## config.mk

```make
export PLATFORM = sky130hd
export DESIGN_NAME = rccmf_ratio_check
export DESIGN_NICKNAME = d
export VERILOG_FILES = /design/src/sv/rccmf_pkg.sv /design/src/sv/rccmf_ratio_check.sv
export SDC_FILE = /design/constraint.sdc
export NUM_CORES = 1
export LEC_CHECK = 0
export ABC_AREA = 0
export BUFFER_PORTS_ARGS = -buffer_cell sky130_fd_sc_hd__buf_2
export CAP_MARGIN = 10
export CELL_PAD_IN_SITES_DETAIL_PLACEMENT = 2
export CELL_PAD_IN_SITES_GLOBAL_PLACEMENT = 2
export CORE_MARGIN = 5
export CORE_UTILIZATION = 41
export DETAILED_ROUTE_END_ITERATION = 16
export GPL_TIMING_DRIVEN = 0
export PLACE_DENSITY_LB_ADDON = 0.3
export SYNTH_ARGS = -nofsm -noshare
export SYNTH_HDL_FRONTEND = slang
export SYNTH_SLANG_ARGS = --single-unit
export TNS_END_PERCENT = 30
```

## constraint.sdc

```tcl
create_clock -name vclk -period 13.7
set_input_delay 2.055 -clock vclk [all_inputs]
set_output_delay 2.055 -clock vclk [all_outputs]
set_load 0.05 [all_outputs]
```

## src/sv/rccmf_pkg.sv

```systemverilog
// ----------------------------------------------------------------------------
// rccmf_pkg
// Shared types and constants for the ratio and cross-check match filter.
// ----------------------------------------------------------------------------
package rccmf_pkg;

    // Default table size and index width
    localparam int TABLE_DEPTH_DEF = 1024;
    localparam int INDEX_BITS_DEF  = 16;

    // Fixed field widths
    localparam int CMD_W   = 2;
    localparam int NCNT_W  = 2;
    localparam int DIST_W  = 32;
    localparam int RATIO_W = 17;
    localparam int FRAC_W  = 16;

    // Ratio limit after reset, about 0.65 in unsigned 1.16
    localparam logic [RATIO_W-1:0] RATIO_RESET = 17'd42598;

    // Command codes carried on tuser
    typedef enum logic [CMD_W-1:0] {
        CMD_LOAD  = 2'd0,
        CMD_QUERY = 2'd1,
        CMD_CLEAR = 2'd2
    } cmd_t;

    // Control that travels with a search token along the cell row
    typedef struct packed {
        logic act;
        logic hit;
    } token_ctl_t;

endpackage

```

## src/sv/rccmf_ratio_check.sv

```systemverilog
// ----------------------------------------------------------------------------
// rccmf_ratio_check
// Ratio test by cross-multiplication: best * 2^16 <= limit * second, and at
// least two neighbours.
// ----------------------------------------------------------------------------
module rccmf_ratio_check (
    input  logic [rccmf_pkg::NCNT_W-1:0]  neighbour_count,
    input  logic [rccmf_pkg::DIST_W-1:0]  best_distance,
    input  logic [rccmf_pkg::DIST_W-1:0]  second_distance,
    input  logic [rccmf_pkg::RATIO_W-1:0] ratio_limit,
    output logic                          pass
);
    import rccmf_pkg::*;

    localparam int PROD_W = DIST_W + RATIO_W;

    logic [PROD_W-1:0] lhs;
    logic [PROD_W-1:0] rhs;

    // Scaled best distance against limit times second distance
    assign lhs  = PROD_W'({best_distance, {FRAC_W{1'b0}}});
    assign rhs  = PROD_W'(ratio_limit) * PROD_W'(second_distance);
    // A count of two or three means at least two neighbours
    assign pass = neighbour_count[1] && (lhs <= rhs);

endmodule

```

==> reports/metrics.csv, run 1 <==
metric,value,unit
worst path required time,11640,ps
detailed-routing iteration count for the pre-antenna-repair pass,5,
total global routing overflow,0,
min Tclk post-route,13330,ps
"most common cell after layout, fill and taps aside",sky130_fd_sc_hd__inv_1,
element type at the critical path end,primary output,
Initial Util,41.33,%
cell count after synthesis,2083,
count of endpoints failing hold in the final timing report,0,
Slew HR,27.05,%
proportion of synthesized chip area in sequential cells,0,%
Final GP Congestion,0.9364,
transition time of the tightest slew-check pin,1094,ps
dpl cells,2747,
count of input and output buffers,79,
top-level port count,84,
layout cell share with drive strength beyond 1,4.440,%
final-stage net count,2851,
timing endpoint of the critical path,pass,
clock tree buffer count of the final layout,0,
Fillers,4886,
RSZ-0062 raised after global routing,false,
number of cells in the finished layout apart from fillers,2750,
Die Area,47590,sq um
final-report max-slew violation count,0,
WL per Instance,25.95,microns
Post-Syn Nets,2770,
number of antenna violations at the first check in global routing,6,
ratio of final minimum period to clock period,97.31,%
"Slowest-stage cell, CP",sky130_fd_sc_hd__clkdlybuf4s15_1,
wire length reported by the detailed router,71370,microns
num sequential,0,
Final TNS setup,0,ps
Max Clk Rate,75.01,MHz
maxcap violations,0,
total area of sequential cells,0,sq um
Std-Cell Rows,76,
startpoint type of the worst setup path,input port,
Via-to-Cell Ratio,5.482,
startpoint of the most critical setup path,ratio_limit[9],
aggregate global-route resource usage,30.28,%
final number of setup-violating endpoints,0,
Max Fanout on Critical Path,10,
"commonest cells after routing, fill and taps aside","sky130_fd_sc_hd__inv_1 (507), sky130_fd_sc_hd__fa_1 (449), sky130_fd_sc_hd__nand2_1 (391), sky130_fd_sc_hd__and2_1 (177), sky130_fd_sc_hd__ha_1 (155)",
run status,finished clean,
Core Box Area,42980,sq um
Die Span Y,218.1,microns
Hold Path Stages,4,
via count of the routed design,15080,
Setup Crit Path Kind,in2out,
DRT antenna net count,0,
wire length of the first global-routing pass,107400,microns
mapped cell area,17760,sq um
area growth from synthesis to layout,6.452,%
endpoint arrival time on the critical path,11280,ps
HP Class,in2out,
horizontal die dimension,218.1,microns
Fin Hold WS,4492,ps
synth unique cells,59,
largest net degree at the start of global routing,11,
biggest cell delay along the critical path,840,ps
total half-perimeter wirelength after legalization and detailed placement,62620,microns
number of DRC violations after detailed routing,0,
number of global-route vias before repair,18410,
number of warning messages in the yosys log,0,
detailed router's first-iteration violation count,703,
mean instance size in the synthesized netlist,8.527,sq um
cell type with the highest occurrence count on the critical path,sky130_fd_sc_hd__fa_1,
-- Yosys cell counts, drive strengths merged, types with 2 or more instances --
| library cell | n | area, sq um |
|---|---|---|
| inv | 507 | 1903 |
| fa | 449 | 8989 |
| nand2 | 391 | 1468 |
| and2 | 177 | 1107 |
| ha | 155 | 1939 |
| clkbuf | 95 | 356.6 |
| a21oi | 55 | 279.0 |
| o21ai | 38 | 197.7 |
| nand3 | 23 | 115.1 |
| nor2 | 22 | 82.58 |
| a21o | 20 | 150.1 |
| xnor2 | 19 | 166.4 |
| xor2 | 19 | 166.4 |
| a31oi | 14 | 93.84 |
| nand4 | 13 | 81.33 |
| nor3 | 8 | 56.31 |
| a211oi | 7 | 57.55 |
| and3 | 7 | 43.79 |
| nand2b | 6 | 37.54 |
| nor2b | 6 | 37.54 |
| o211ai | 6 | 45.04 |
| o21a | 5 | 37.54 |
| o21bai | 5 | 37.54 |
| nand3b | 3 | 22.52 |
| a2111oi | 2 | 18.77 |
| a21boi | 2 | 18.77 |
| a221o | 2 | 20.02 |
| a41oi | 2 | 25.03 |
| buf | 2 | 8.750 |
| mux2i | 2 | 20.02 |
| nor3b | 2 | 15.01 |
| o2111ai | 2 | 17.52 |
| or2 | 2 | 12.52 |
| or3 | 2 | 12.51 |
-- routing by layer --
metal,global-route usage (%),part of all wire (%),up-vias
met5,0,0.043,-
met4,18.86,7.9,4
met3,3.588,4.7,255
met2,56.20,52,524
met1,32.69,35,8000
li1,-,-,6292
-- kinds of logic (layout without fill, tap and decap cells) --
kind of cell	count (synthesis)	after routing	synth area share (%)
simple gates	666	666	17.62
fa+ha+maj	604	604	61.52
buf+inv	604	683	12.77
compound gates	169	169	6.093
xor+xnor	38	38	1.874
mux	2	2	0.1127
other cells	0	3	0
-- through the flow --
step,setup slack (ps),instance area (sq um),utilization (%)
global placement,398.0,18890,43.95
CTS,118.4,18890,43.95
floorplan,1740,17760,-
global route,1.320,18910,43.99
finish,368.9,18910,43.99
detailed placement,151.6,18890,43.95
-- worst max-delay path, delay by kind of cell --
family	cells	cell delay (ps)
fa+ha+maj	8	3870
xor+xnor	1	150
buf+inv	4	1440
simple gates	7	1610
compound gates	9	2130
-- worst min-delay path by stage --
stage	start	endpoint	slack, ps
5_1_grt	neighbour_count[1]	pass	4520
4_1_cts	neighbour_count[1]	pass	4500
3_5_place_dp	neighbour_count[1]	pass	4500
3_3_place_gp	neighbour_count[1]	pass	4510
2_1_floorplan	neighbour_count[1]	pass	4330
6_report	neighbour_count[1]	pass	4490
-- what timing repair did --
item                                    CTS  global route
gates resized for setup                   0            11
hold buffers                              0             0
endpoints found under the setup margin    0             1
hold endpoints to repair                  0             0
setup buffers                             0             0
-- cell type report --
class	instances	area [sq um]	area share (%)
diodes	3	7.507	0.03970
plain buffers	97	376.6	1.992
inverters	507	1903	10.06
multi-input cells	1479	15490	81.94
well taps	585	732.0	3.871
repair buffers	79	395.4	2.091
==> inputs of run 2 (changes only) <==
--- a/config.mk
+++ b/config.mk
@@ -11,5 +11,4 @@
 export CELL_PAD_IN_SITES_DETAIL_PLACEMENT = 2
 export CELL_PAD_IN_SITES_GLOBAL_PLACEMENT = 2
-export CORE_MARGIN = 5
 export CORE_UTILIZATION = 41
 export DETAILED_ROUTE_END_ITERATION = 16
==> constraint.sdc (replaced) <==
create_clock -name vclk -period 13.7
set_input_delay 1.37 -clock vclk [all_inputs]
set_output_delay 1.37 -clock vclk [all_outputs]
set_load 0.05 [all_outputs]
==> run 2 against run 1 <==
Setup slack improved by 1200 ps. Routed wire length increased by 0.51%. Cell area down 0.13%. Count of clock-buffer cells in the layout is the same. Fmax increased by 9.5%. Via count is 0.18% higher. Highest routed layer is now met4. Die area down 7.2%. Critical path depth is 4 higher. Flip-flop and latch count unchanged. Cell count down 0.33%. Largest cell class unchanged.
==> reports/metrics.csv, run 2 (synthesis results as in run 1) <==
metric,value,unit,change
Max Fanout on Critical Path,10,,unchanged
Die Area,44160,sq um,-7.2%
count of endpoints failing hold in the final timing report,0,,unchanged
number of DRC violations after detailed routing,0,,unchanged
aggregate global-route resource usage,33.74,%,+3.5 points
Final GP Congestion,0.9289,,-0.80%
Setup Crit Path Kind,in2out,,
biggest cell delay along the critical path,640,ps,-200 ps
"Largest delay share family, worst path",adder cells,,
startpoint type of the worst setup path,input port,,
top-level port count,84,,unchanged
Initial Util,41.97,%,+0.64 points
wire length reported by the detailed router,71740,microns,+0.51%
number of global-route vias before repair,18550,,+0.74%
Via-to-Cell Ratio,5.510,,+0.51%
ratio of final minimum period to clock period,88.83,%,-8.5 points
detailed-routing iteration count for the pre-antenna-repair pass,5,,unchanged
total half-perimeter wirelength after legalization and detailed placement,63230,microns,+0.97%
final-stage net count,2851,,unchanged
transition time of the tightest slew-check pin,1183,ps,+89.12 ps
run status,finished clean,,
largest net degree at the start of global routing,11,,unchanged
num sequential,0,,unchanged
WL per Instance,26.17,microns,+0.84%
number of antenna violations at the first check in global routing,2,,-4
"most common cell after layout, fill and taps aside",sky130_fd_sc_hd__inv_1,,
total area of sequential cells,0,sq um,unchanged
area growth from synthesis to layout,6.319,%,
"Slowest-stage cell, CP",sky130_fd_sc_hd__clkbuf_1,,
worst path required time,12330,ps,+690 ps
horizontal die dimension,210.1,microns,-3.7%
wire length of the first global-routing pass,109300,microns,+1.7%
Fillers,4903,,+0.35%
maxcap violations,0,,unchanged
via count of the routed design,15100,,+0.18%
count of input and output buffers,79,,unchanged
clock tree buffer count of the final layout,0,,unchanged
detailed router's first-iteration violation count,712,,+1.3%
Core Box Area,42320,sq um,-1.5%
Final TNS setup,0,ps,unchanged
cell type with the highest occurrence count on the critical path,sky130_fd_sc_hd__fa_1,,
total cell area at the placement stage,18880,sq um,about the same
post-CTS setup-driven buffer insertion count,0,,unchanged
count of instances resized after the clock tree is built,0,,unchanged
min Tclk post-route,12170,ps,-1162 ps
buffers plus inverters on the worst setup path,8,,+4
number of buffers inserted for hold repair after clock tree synthesis,0,,unchanged
"commonest cells after routing, fill and taps aside","sky130_fd_sc_hd__inv_1 (507), sky130_fd_sc_hd__fa_1 (449), sky130_fd_sc_hd__nand2_1 (391), sky130_fd_sc_hd__and2_1 (177), sky130_fd_sc_hd__ha_1 (155)",,
element type at the critical path end,primary output,,
final-report max-slew violation count,0,,unchanged
post-route design area,18880,sq um,-0.13%
total global routing overflow,0,,unchanged
Max Clk Rate,82.17,MHz,+9.5%
Std-Cell Rows,75,,-1.3%
Slew HR,21.11,%,-5.9 points
final number of setup-violating endpoints,0,,unchanged
HP Class,in2out,,
endpoint arrival time on the critical path,10800,ps,-480 ps
layout cell share with drive strength beyond 1,4.255,%,-0.19 points
Die Span Y,210.1,microns,-3.7%
DRT antenna net count,0,,unchanged
RSZ-0062 raised after global routing,false,,
[run 2: area by class of cell]
type                            count  area [sq um]  share of cell area, %
Antenna cell                        2         5.005                0.02650
Buffer                             97         365.4                  1.935
Inverter                          507          1903                  10.08
Multi-Input combinational cell   1479         15490                  82.04
Tap cell                          577         721.9                  3.823
Timing Repair Buffer               79         395.4                  2.094
[run 2: metrics by stage]
step	utilization, %	std cells	setup slack (ps)	hold slack [ps]
floorplan	-	2083	3110	2957
global placement	44.61	2739	1728	3132
detailed placement	44.61	2739	1570	3133
CTS	44.61	2739	1549	3136
global route	44.61	2739	1157	3137
finish	44.62	2741	1530	3132
[run 2: per-layer routing]
metal / track usage [%] / share of wire [%]
met5: 0 / 0
met4: 20.61 / 7.5
met3: 2.905 / 4.0
met2: 62.59 / 53
met1: 37.32 / 36
[run 2: final timing paths]
path / from / endpoint / slack [ps] / cells after the start
worst max-delay path: second_distance[21] / pass / 1530 / 33
worst min-delay path: neighbour_count[1] / pass / 3130 / 4
