===== src/sv/rccmf_pkg.sv =====
// ----------------------------------------------------------------------------
// rccmf_pkg
// Shared types and constants for the ratio and cross-check match filter.
// ----------------------------------------------------------------------------
package rccmf_pkg;

    // Default table size and index width
    localparam int TABLE_DEPTH_DEF = 1024;
    localparam int INDEX_BITS_DEF  = 16;

    // Fixed field widths
    localparam int CMD_W   = 2;
    localparam int NCNT_W  = 2;
    localparam int DIST_W  = 32;
    localparam int RATIO_W = 17;
    localparam int FRAC_W  = 16;

    // Ratio limit after reset, about 0.65 in unsigned 1.16
    localparam logic [RATIO_W-1:0] RATIO_RESET = 17'd42598;

    // Command codes carried on tuser
    typedef enum logic [CMD_W-1:0] {
        CMD_LOAD  = 2'd0,
        CMD_QUERY = 2'd1,
        CMD_CLEAR = 2'd2
    } cmd_t;

    // Control that travels with a search token along the cell row
    typedef struct packed {
        logic act;
        logic hit;
    } token_ctl_t;

endpackage


===== src/sv/rccmf_cell.sv =====
// ----------------------------------------------------------------------------
// rccmf_cell
// One table entry with its own comparator; passes the search token on to
// the next cell every cycle.
// ----------------------------------------------------------------------------
module rccmf_cell #(
    parameter int INDEX_BITS = rccmf_pkg::INDEX_BITS_DEF,
    parameter int COUNT_W    = 11,
    parameter int CELL_ID    = 0
) (
    input  logic                    clk,
    input  logic                    rst_n,
    input  logic [COUNT_W-1:0]      count,
    input  logic                    load_en,
    input  logic [INDEX_BITS-1:0]   load_query,
    input  logic [INDEX_BITS-1:0]   load_train,
    input  logic [INDEX_BITS-1:0]   key_query_in,
    input  logic [INDEX_BITS-1:0]   key_train_in,
    input  rccmf_pkg::token_ctl_t   ctl_in,
    output logic [INDEX_BITS-1:0]   key_query_out,
    output logic [INDEX_BITS-1:0]   key_train_out,
    output rccmf_pkg::token_ctl_t   ctl_out
);
    import rccmf_pkg::*;

    logic [INDEX_BITS-1:0] entry_query_reg;
    logic [INDEX_BITS-1:0] entry_train_reg;
    logic [INDEX_BITS-1:0] key_query_reg;
    logic [INDEX_BITS-1:0] key_train_reg;
    token_ctl_t            ctl_reg;
    token_ctl_t            ctl_next;
    logic                  in_use;
    logic                  match;

    // Entry is live when it lies below the fill count
    assign in_use = count > COUNT_W'(CELL_ID);
    assign match  = (entry_query_reg == key_query_in) && (entry_train_reg == key_train_in);

    always_comb
    begin
        ctl_next.act = ctl_in.act;
        ctl_next.hit = ctl_in.hit | (ctl_in.act & in_use & match);
    end

    // Entry write when this cell is the next free slot
    always_ff @(posedge clk)
    begin
        if (load_en && (count == COUNT_W'(CELL_ID)))
        begin
            entry_query_reg <= load_query;
            entry_train_reg <= load_train;
        end
    end

    // Key stage, no reset needed
    always_ff @(posedge clk)
    begin
        key_query_reg <= key_query_in;
        key_train_reg <= key_train_in;
    end

    // Token control stage
    always_ff @(posedge clk or negedge rst_n)
    begin
        if (!rst_n)
        begin
            ctl_reg <= '0;
        end
        else
        begin
            ctl_reg <= ctl_next;
        end
    end

    assign key_query_out = key_query_reg;
    assign key_train_out = key_train_reg;
    assign ctl_out       = ctl_reg;

endmodule


===== config.mk =====
export PLATFORM = sky130hd
export DESIGN_NAME = rccmf_cell
export DESIGN_NICKNAME = d
export VERILOG_FILES = /design/src/sv/rccmf_pkg.sv /design/src/sv/rccmf_cell.sv
export SDC_FILE = /design/constraint.sdc
export NUM_CORES = 1
export LEC_CHECK = 0
export ABC_AREA = 1
export BUFFER_PORTS_ARGS = -buffer_cell sky130_fd_sc_hd__clkbuf_2
export CORE_MARGIN = 2
export CORE_UTILIZATION = 40
export DETAILED_ROUTE_END_ITERATION = 8
export PLACE_DENSITY_LB_ADDON = 0.05
export SLEW_MARGIN = 25
export SYNTH_ARGS = -nofsm -noshare
export SYNTH_HDL_FRONTEND = slang
export SYNTH_SLANG_ARGS = --single-unit

===== constraint.sdc =====
create_clock -name clk -period 1.7 [get_ports clk]
set_input_delay 0 -clock clk [delete_from_list [all_inputs] [get_ports clk]]
set_output_delay 0 -clock clk [all_outputs]
set_load 0.005 [all_outputs]

==> run_results.csv, run 1 <==
group,metric,value,unit
floorplanning,die-area,6400,um2
global_routing,grt_use_met2,0.303,
power,power.leakage,0.00195,uW
setup_path,path_max_fanout,2,
sta,hold_viol,0,
hold_path,min_path_type,"primary input to register",
clock_network,cts_tree,"done",
global_routing,met3_usage,0.0452,
floorplanning,ioPinCount,114,
clock_network,clk_latency,0.33,ns
placement,place_inst,412,
floorplanning,start_util,0.417,
floorplanning,design.core.area,5540,um2
floorplanning,die_w,80.0,um
synth,seq_area_frac_synth,0.715,
placement,port_buffers,113,
sta,relSlewSlack,0.820,
hold_path,whs_path_depth,4,
synth,synth_nets,305,
global_routing,grt_pass1_vias,1977,
power,ir_worst_vdd,0.618,mV
clock_network,cts_root_buf,"clkbuf_8",
global_routing,antenna_found_initial,0,
cells_and_area,drive_above_1_share,0.316,
cells_and_area,fillers,428,
sta,drv_slew,0,
drt,vias,2028,
synth,yosysUniqueCellTypes,16,
cells_and_area,syn_to_final_growth,68.2,%
sta,max_freq,925,MHz
cells_and_area,multi_input_area,497,um2
clock_network,cts_setup_buffers,0,
setup_path,worstSetupEndpointType,"register",
drt,via_per_inst,4.09,
drt,postRouteAntennaNets,0,
drt,wire_per_inst,10.5,um
setup_path,worstPathCellList,"nand2_1 -> nand2_1 -> inv_1 -> nand2_1 -> nor2_1 -> nand2_1 -> nor2_1 -> nand3_1 -> nand2_1",
cells_and_area,regArea,1650,um2
sta,worst-slew-pin-transition,0.271,ns
status,status,"finished, final reports clean",
power,powerDensity,887,nW/um2
placement,globalplace.congestion,0.735,
clock_network,clk_path_buf_depth,2,
sta,fin_skew,0.00431,ns
global_routing,grt_overflow_total,0,
clock_network,clk_pin_slew,0.07,ns
floorplanning,die_h,80.0,um
sta,min_period,1.08,ns
setup_path,crit_arrival,1.35,ns
global_routing,grt.busiest_layer,"met2",
global_routing,grt_pass1_wl,8090,um
cells_and_area,diodes,0,
sta,fin_ws,0.618,ns
global_routing,grt_max_degree,21,
floorplanning,fp-row-count,27,
sta,fin_setup_tns,0,ns
setup_path,start_kind,"register",
setup_path,critPathMaxStageDelay,0.40,ns
global_routing,grt_use_met1,0.178,
clock_network,holdBufCountCts,68,
sta,rsz0062_at_grt,"no",
drt,wirelength,5220,um
setup_path,r2r_slack,0.62,ns
placement,dp_hpwl,3460,um
synth,synth_cells,225,
cells_and_area,final_cell_count_no_fill,496,
placement,place_ws,0.565,ns
clock_network,cts_made_buffers,9,
job,max_cap_violations,0,
sta,min_period_over_period,0.636,
setup_path,ff2ff_path_depth,9,
drt,drc,0,
drt,drtIter0Drc,41,
sta,finalSetupViolations,0,
synth,synth_seq_cells,66,
clock_network,clkSinkCount,66,
synth,syn_avg_cell_area,10.3,um2
setup_path,critPathMostFrequentCell,"nand2_1",
drt,dr.pass1.iters,4,
setup_path,crit_slowest_cell,"edfxtp_1",
setup_path,required,1.97,ns
clock_network,h-tree-depth,3,
cells_and_area,fin_nets,499,
synth,syn_area,2310,um2
clock_network,cts_resized,0,
synth,yosys_warnings,0,
setup_path,setup.worst_path.class,"register to register",
sta,hold_slack,0.239,ns
global_routing,grt_use_total,0.172,
## per-layer routing
| layer | part of all wire | vias to the layer above |
|---|---|---|
| met2 | 0.52 | 72 |
| met4 | 0.029 | 0 |
| li1 | - | 1068 |
| met5 | 0 | - |
| met1 | 0.40 | 874 |
| met3 | 0.056 | 14 |
## final timing paths
kind,startpoint,endpoint
max in group asynchronous,rst_n,ctl_out[0]
hold / removal,load_en,entry_train_reg[9]
hold reg to reg,entry_train_reg[8],ctl_out[0]
min in group asynchronous,rst_n,ctl_out[1]
setup reg to reg,entry_train_reg[7],ctl_out[0]
setup / recovery,entry_train_reg[7],ctl_out[0]
## layout by cell type (no fill, tap or decap)
| cell | n |
|---|---|
| dfrtp_1 | 2 |
| buf_4 | 2 |
| dlygate4sd3_1 | 68 |
| xnor2_1 | 2 |
| nor2_1 | 30 |
| nor2_4 | 1 |
| nor2_2 | 1 |
| o21ai_0 | 4 |
| edfxtp_1 | 32 |
| nand3_2 | 1 |
| clkbuf_8 | 13 |
| nand2_1 | 62 |
| dfxtp_1 | 32 |
| xor2_1 | 5 |
| and2_1 | 1 |
| o22ai_1 | 1 |
| bufinv_16 | 1 |
| clkbuf_2 | 113 |
| nand3_1 | 2 |
| inv_1 | 43 |
| o21ai_1 | 4 |
| inv_2 | 2 |
| clkbuf_1 | 2 |
## cells in the mapped netlist
master | number | area [um2]
nand3_2 | 1 | 10.0
o21ai_0 | 4 | 20.0
dfxtp_1 | 32 | 641
inv_2 | 2 | 7.51
nand3_1 | 2 | 10.0
xor2_1 | 5 | 43.8
o22ai_1 | 1 | 6.26
xnor2_1 | 2 | 17.5
and2_1 | 1 | 6.26
nand2_1 | 62 | 233
dfrtp_1 | 2 | 50.1
nor2_2 | 1 | 6.26
inv_1 | 43 | 161
edfxtp_1 | 32 | 961
o21ai_1 | 4 | 20.0
nor2_1 | 31 | 116
## through the flow
step | utilization | power, uW | instance area [um2]
detailed placement | 0.539 | 1970 | 2990
global placement | 0.539 | 1960 | 2990
global route | 0.701 | 3590 | 3880
finish | 0.701 | 3450 | 3880
CTS | 0.701 | 3480 | 3880
floorplan | - | 1810 | 2310
## final cells by class
cell class / instances / share of cell area
flip-flops and latches: 66 / 0.425
repair buffers: 183 / 0.325
multi-input cells: 114 / 0.128
clock buffers: 15 / 0.0480
inverters: 45 / 0.0435
well taps: 72 / 0.0232
clock inverters: 1 / 0.00773
## power by group
| group | internal, uW | total (uW) | switching (uW) |
|---|---|---|---|
| logic | 217 | 338 | 120 |
| registers | 1710 | 1720 | 10.4 |
| clock network | 840 | 1390 | 552 |
| total | 2760 | 3450 | 682 |
## worst max-delay path, delay by kind of cell (launching register included)
family / cells / cell delay, ns
flip-flops: 1 / 0.40
AND/OR/NAND/NOR: 8 / 0.57
buffers and inverters: 1 / 0.04
## logic make-up (layout without fill, tap and decap cells)
family                    after synthesis  after routing  synth area share
xor gates and xnor gates                7              7            0.0265
buffers and inverters                  45            244            0.0731
DFF                                    66             66             0.715
and+or+nand+nor                        98             98             0.165
AOI/OAI and AO/OA                       9              9            0.0200
Power figures use the tool's default switching activity.
==> run 2: changes to the inputs <==
--- a/config.mk
+++ b/config.mk
@@ -5,10 +5,10 @@
 export SDC_FILE = /design/constraint.sdc
 export NUM_CORES = 1
 export LEC_CHECK = 0
-export ABC_AREA = 1
+export ABC_AREA = 0
 export BUFFER_PORTS_ARGS = -buffer_cell sky130_fd_sc_hd__clkbuf_2
 export CORE_MARGIN = 2
-export CORE_UTILIZATION = 40
+export CORE_UTILIZATION = 39
 export DETAILED_ROUTE_END_ITERATION = 8
 export PLACE_DENSITY_LB_ADDON = 0.05
 export SLEW_MARGIN = 25
==> constraint.sdc (replaced) <==
create_clock -name clk -period 0.9 [get_ports clk]
set_input_delay 0 -clock clk [delete_from_list [all_inputs] [get_ports clk]]
set_output_delay 0 -clock clk [all_outputs]
set_load 0.005 [all_outputs]
==> run 2 against run 1 <==
Compared with the run above:
- the flow now finishes with violations (negative setup slack)
- via count fell by 19%
- sequential cell count did not move
- maximum frequency fell by 22%
- highest routed layer unchanged
==> run_results.csv, run 2 <==
group,metric,value,unit
status,status,"finished, violations left",
status,failed_checks,"negative setup slack",
power,pwr-share-clk,0.387,
placement,place_inst,305,
clock_network,clk_pin_slew,0.07,ns
power,switching_share,0.201,
clock_network,cts_tree,"done",
drt,wire_per_inst,13.7,um
power,fin_total_pwr,6340,uW
synth,netlist_top_cells_count,"dfxtp_1 (32), edfxtp_1 (32), xor2_1 (31)",
hold_path,min_path_type,"primary input to register",
floorplanning,ioPinCount,114,
drt,postRouteAntennaNets,0,
sta,relSlewSlack,0.781,
power,p_seq_frac,0.513,
synth,yosysUniqueCellTypes,14,
clock_network,h-tree-depth,3,
drt,vias,1650,
global_routing,grt_pass1_wl,8800,um
setup_path,critPathMaxStageDelay,0.39,ns
clock_network,clkSinkCount,66,
cells_and_area,syn_to_final_growth,79.6,%
synth,synth_area_leaders,"edfxtp_1 (46%), dfxtp_1 (31%), xor2_1 (13%)",
synth,seq_area_frac_synth,0.799,
synth,synth_edf_count,32,
setup_path,start_kind,"register",
global_routing,grt_overflow_total,0,
drt,dr.pass1.iters,4,
cells_and_area,finish.instance_area,3710,um2
floorplanning,die_h,76.8,um
drt,wirelength,5330,um
floorplanning,die-area,5900,um2
sta,drv_slew,0,
sta,min_period,1.38,ns
placement,dpl-instance-area,2810,um2
synth,synth_cells,117,
sta,worst-slew-pin-transition,0.326,ns
synth,synth_seq_cells,66,
placement,port_buffers,113,
global_routing,grt_max_degree,23,
clock_network,clk_latency,0.33,ns
drt,drtIter0Drc,70,
sta,min_period_over_period,1.53,
cells_and_area,final_cell_count_no_fill,390,
floorplanning,fp-row-count,26,
sta,rsz0062_at_grt,"yes",
setup_path,worstSetupEndpointType,"register",
synth,syn_area,2070,um2
drt,via_per_inst,4.23,
floorplanning,die_w,76.8,um
synth,yosys_warnings,0,
clock_network,cts_root_buf,"clkbuf_8",
sta,finalSetupViolations,23,
drt,drc,0,
synth,ys_async_sr_fraction,0.0303,
setup_path,path_max_fanout,1,
placement,dp_hpwl,3170,um
cells_and_area,final_cell_mix,"clkbuf_2 (113), dlygate4sd3_1 (68), edfxtp_1 (32), dfxtp_1 (32), xor2_1 (31)",
synth,synth_flop_cell,"edfxtp_1",
global_routing,grt_pass1_vias,1872,
synth,netlist.area_leader.share,0.465,
sta,fin_setup_tns,-0.902,ns
sta,max_freq,725,MHz
clock_network,cts_made_buffers,9,
synth,yosys.area.top_type,"edfxtp_1",
global_routing,antenna_found_initial,0,
setup_path,required,1.13,ns
cells_and_area,diodes,0,
sta,hold_viol,0,
power,power.leakage,0.00163,uW
cells_and_area,final_common_cell,"clkbuf_2",
setup_path,setup.worst_path.class,"register to register",
setup_path,cp_top_family,"simple AND/OR/NAND/NOR gates",
synth,syn_avg_cell_area,17.7,um2
clock_network,clk_path_buf_depth,2,
cells_and_area,fin_nets,395,
setup_path,worstPathCellList,"xor2_1 -> nor4_2 -> nand4_1 -> o31ai_2",
sta,fin_ws,-0.479,ns
global_routing,grt_use_total,0.196,
setup_path,crit_slowest_cell,"edfxtp_1",
floorplanning,start_util,0.405,
placement,globalplace.congestion,0.726,
floorplanning,design.core.area,5110,um2
setup_path,crit_arrival,1.61,ns
synth,synth_nets,197,
setup_path,crit_buf_inv,0,
power,combPwrFrac,0.100,
power,ir_worst_vdd,1.43,mV
cells_and_area,drive_above_1_share,0.441,
sta,fin_skew,0.00407,ns
power,p_int,5060,uW
power,switchingPower,1280,uW
power,powerDensity,1710,nW/um2
job,max_cap_violations,0,
==> run 2: tightest hold or removal path: stages <==
cell and delay, ns:
clkbuf_2 0.10, xnor2_1 0.07, nand3_1 0.09, o31ai_2 0.07
==> run 2: path summary, 6_finish.rpt <==
path                                     from    endpoint  slack [ns]  cells past startpoint
max                        entry_train_reg[5]  ctl_out[0]       -0.48                      4
min                           key_query_in[5]  ctl_out[0]        0.05                      4
max reg2reg                entry_train_reg[5]  ctl_out[0]       -0.48                      4
min reg2reg                entry_query_reg[5]  ctl_out[0]        0.59                      3
max in group asynchronous               rst_n  ctl_out[1]        0.21                      3
min in group asynchronous               rst_n  ctl_out[0]        0.56                      3
==> run 2: through the flow <==
step,hold WS [ns],setup slack [ns],utilization
finish,0.0460,-0.479,0.727
global route,0.0572,-0.571,0.727
CTS,0.0363,-0.513,0.722
detailed placement,-0.207,-0.500,0.550
global placement,-0.213,-0.456,0.550
floorplan,-0.296,-0.446,-
==> run 2: area by class of cell <==
type,instances,area [um2]
Inverter,2,7.51
Clock inverter,3,38.8
Sequential cell,66,1650
Timing Repair Buffer,187,1310
Multi-Input combinational cell,49,457
Fill cell,383,1400
Tap cell,70,87.6
Clock buffer,13,159
==> run 2: layer usage <==
layer,share of wire,track usage,vias to the layer above
met5,0,0,-
met4,0.010,0.0818,0
met3,0.062,0.0565,5
met2,0.55,0.364,71
met1,0.37,0.205,757
li1,-,-,817
==> run 2: power by group through the flow <==
| stage | logic [uW] | clock network, uW | registers [uW] |
|---|---|---|---|
| final | 633 | 2450 | 3250 |
| after global routing | 686 | 2650 | 3250 |
| after CTS | 618 | 2490 | 3250 |
| after detailed placement | 387 | 0 | 3310 |
| after global placement | 381 | 0 | 3310 |
| after floorplan | 72.5 | 0 | 3320 |
==> run 2: timing repair <==
action | 4_1_cts | 5_1_grt
setup buffers | 0 | 1
setup endpoints to repair | 11 | 33
hold endpoints to repair | 68 | 0
gates resized for setup | 1 | 3
gates cloned | 0 | 0
hold buffers | 68 | 0
pin swaps | 1 | 2
==> run 2: cell families (layout without fill, tap and decap cells) <==
logic type,after synthesis,count (layout),synth area share
AO/OA/AOI/OAI,1,1,0.00363
XOR/XNOR,32,32,0.136
buffers and inverters,2,205,0.00363
flip-flops,66,66,0.799
AND/OR/NAND/NOR,16,16,0.0581
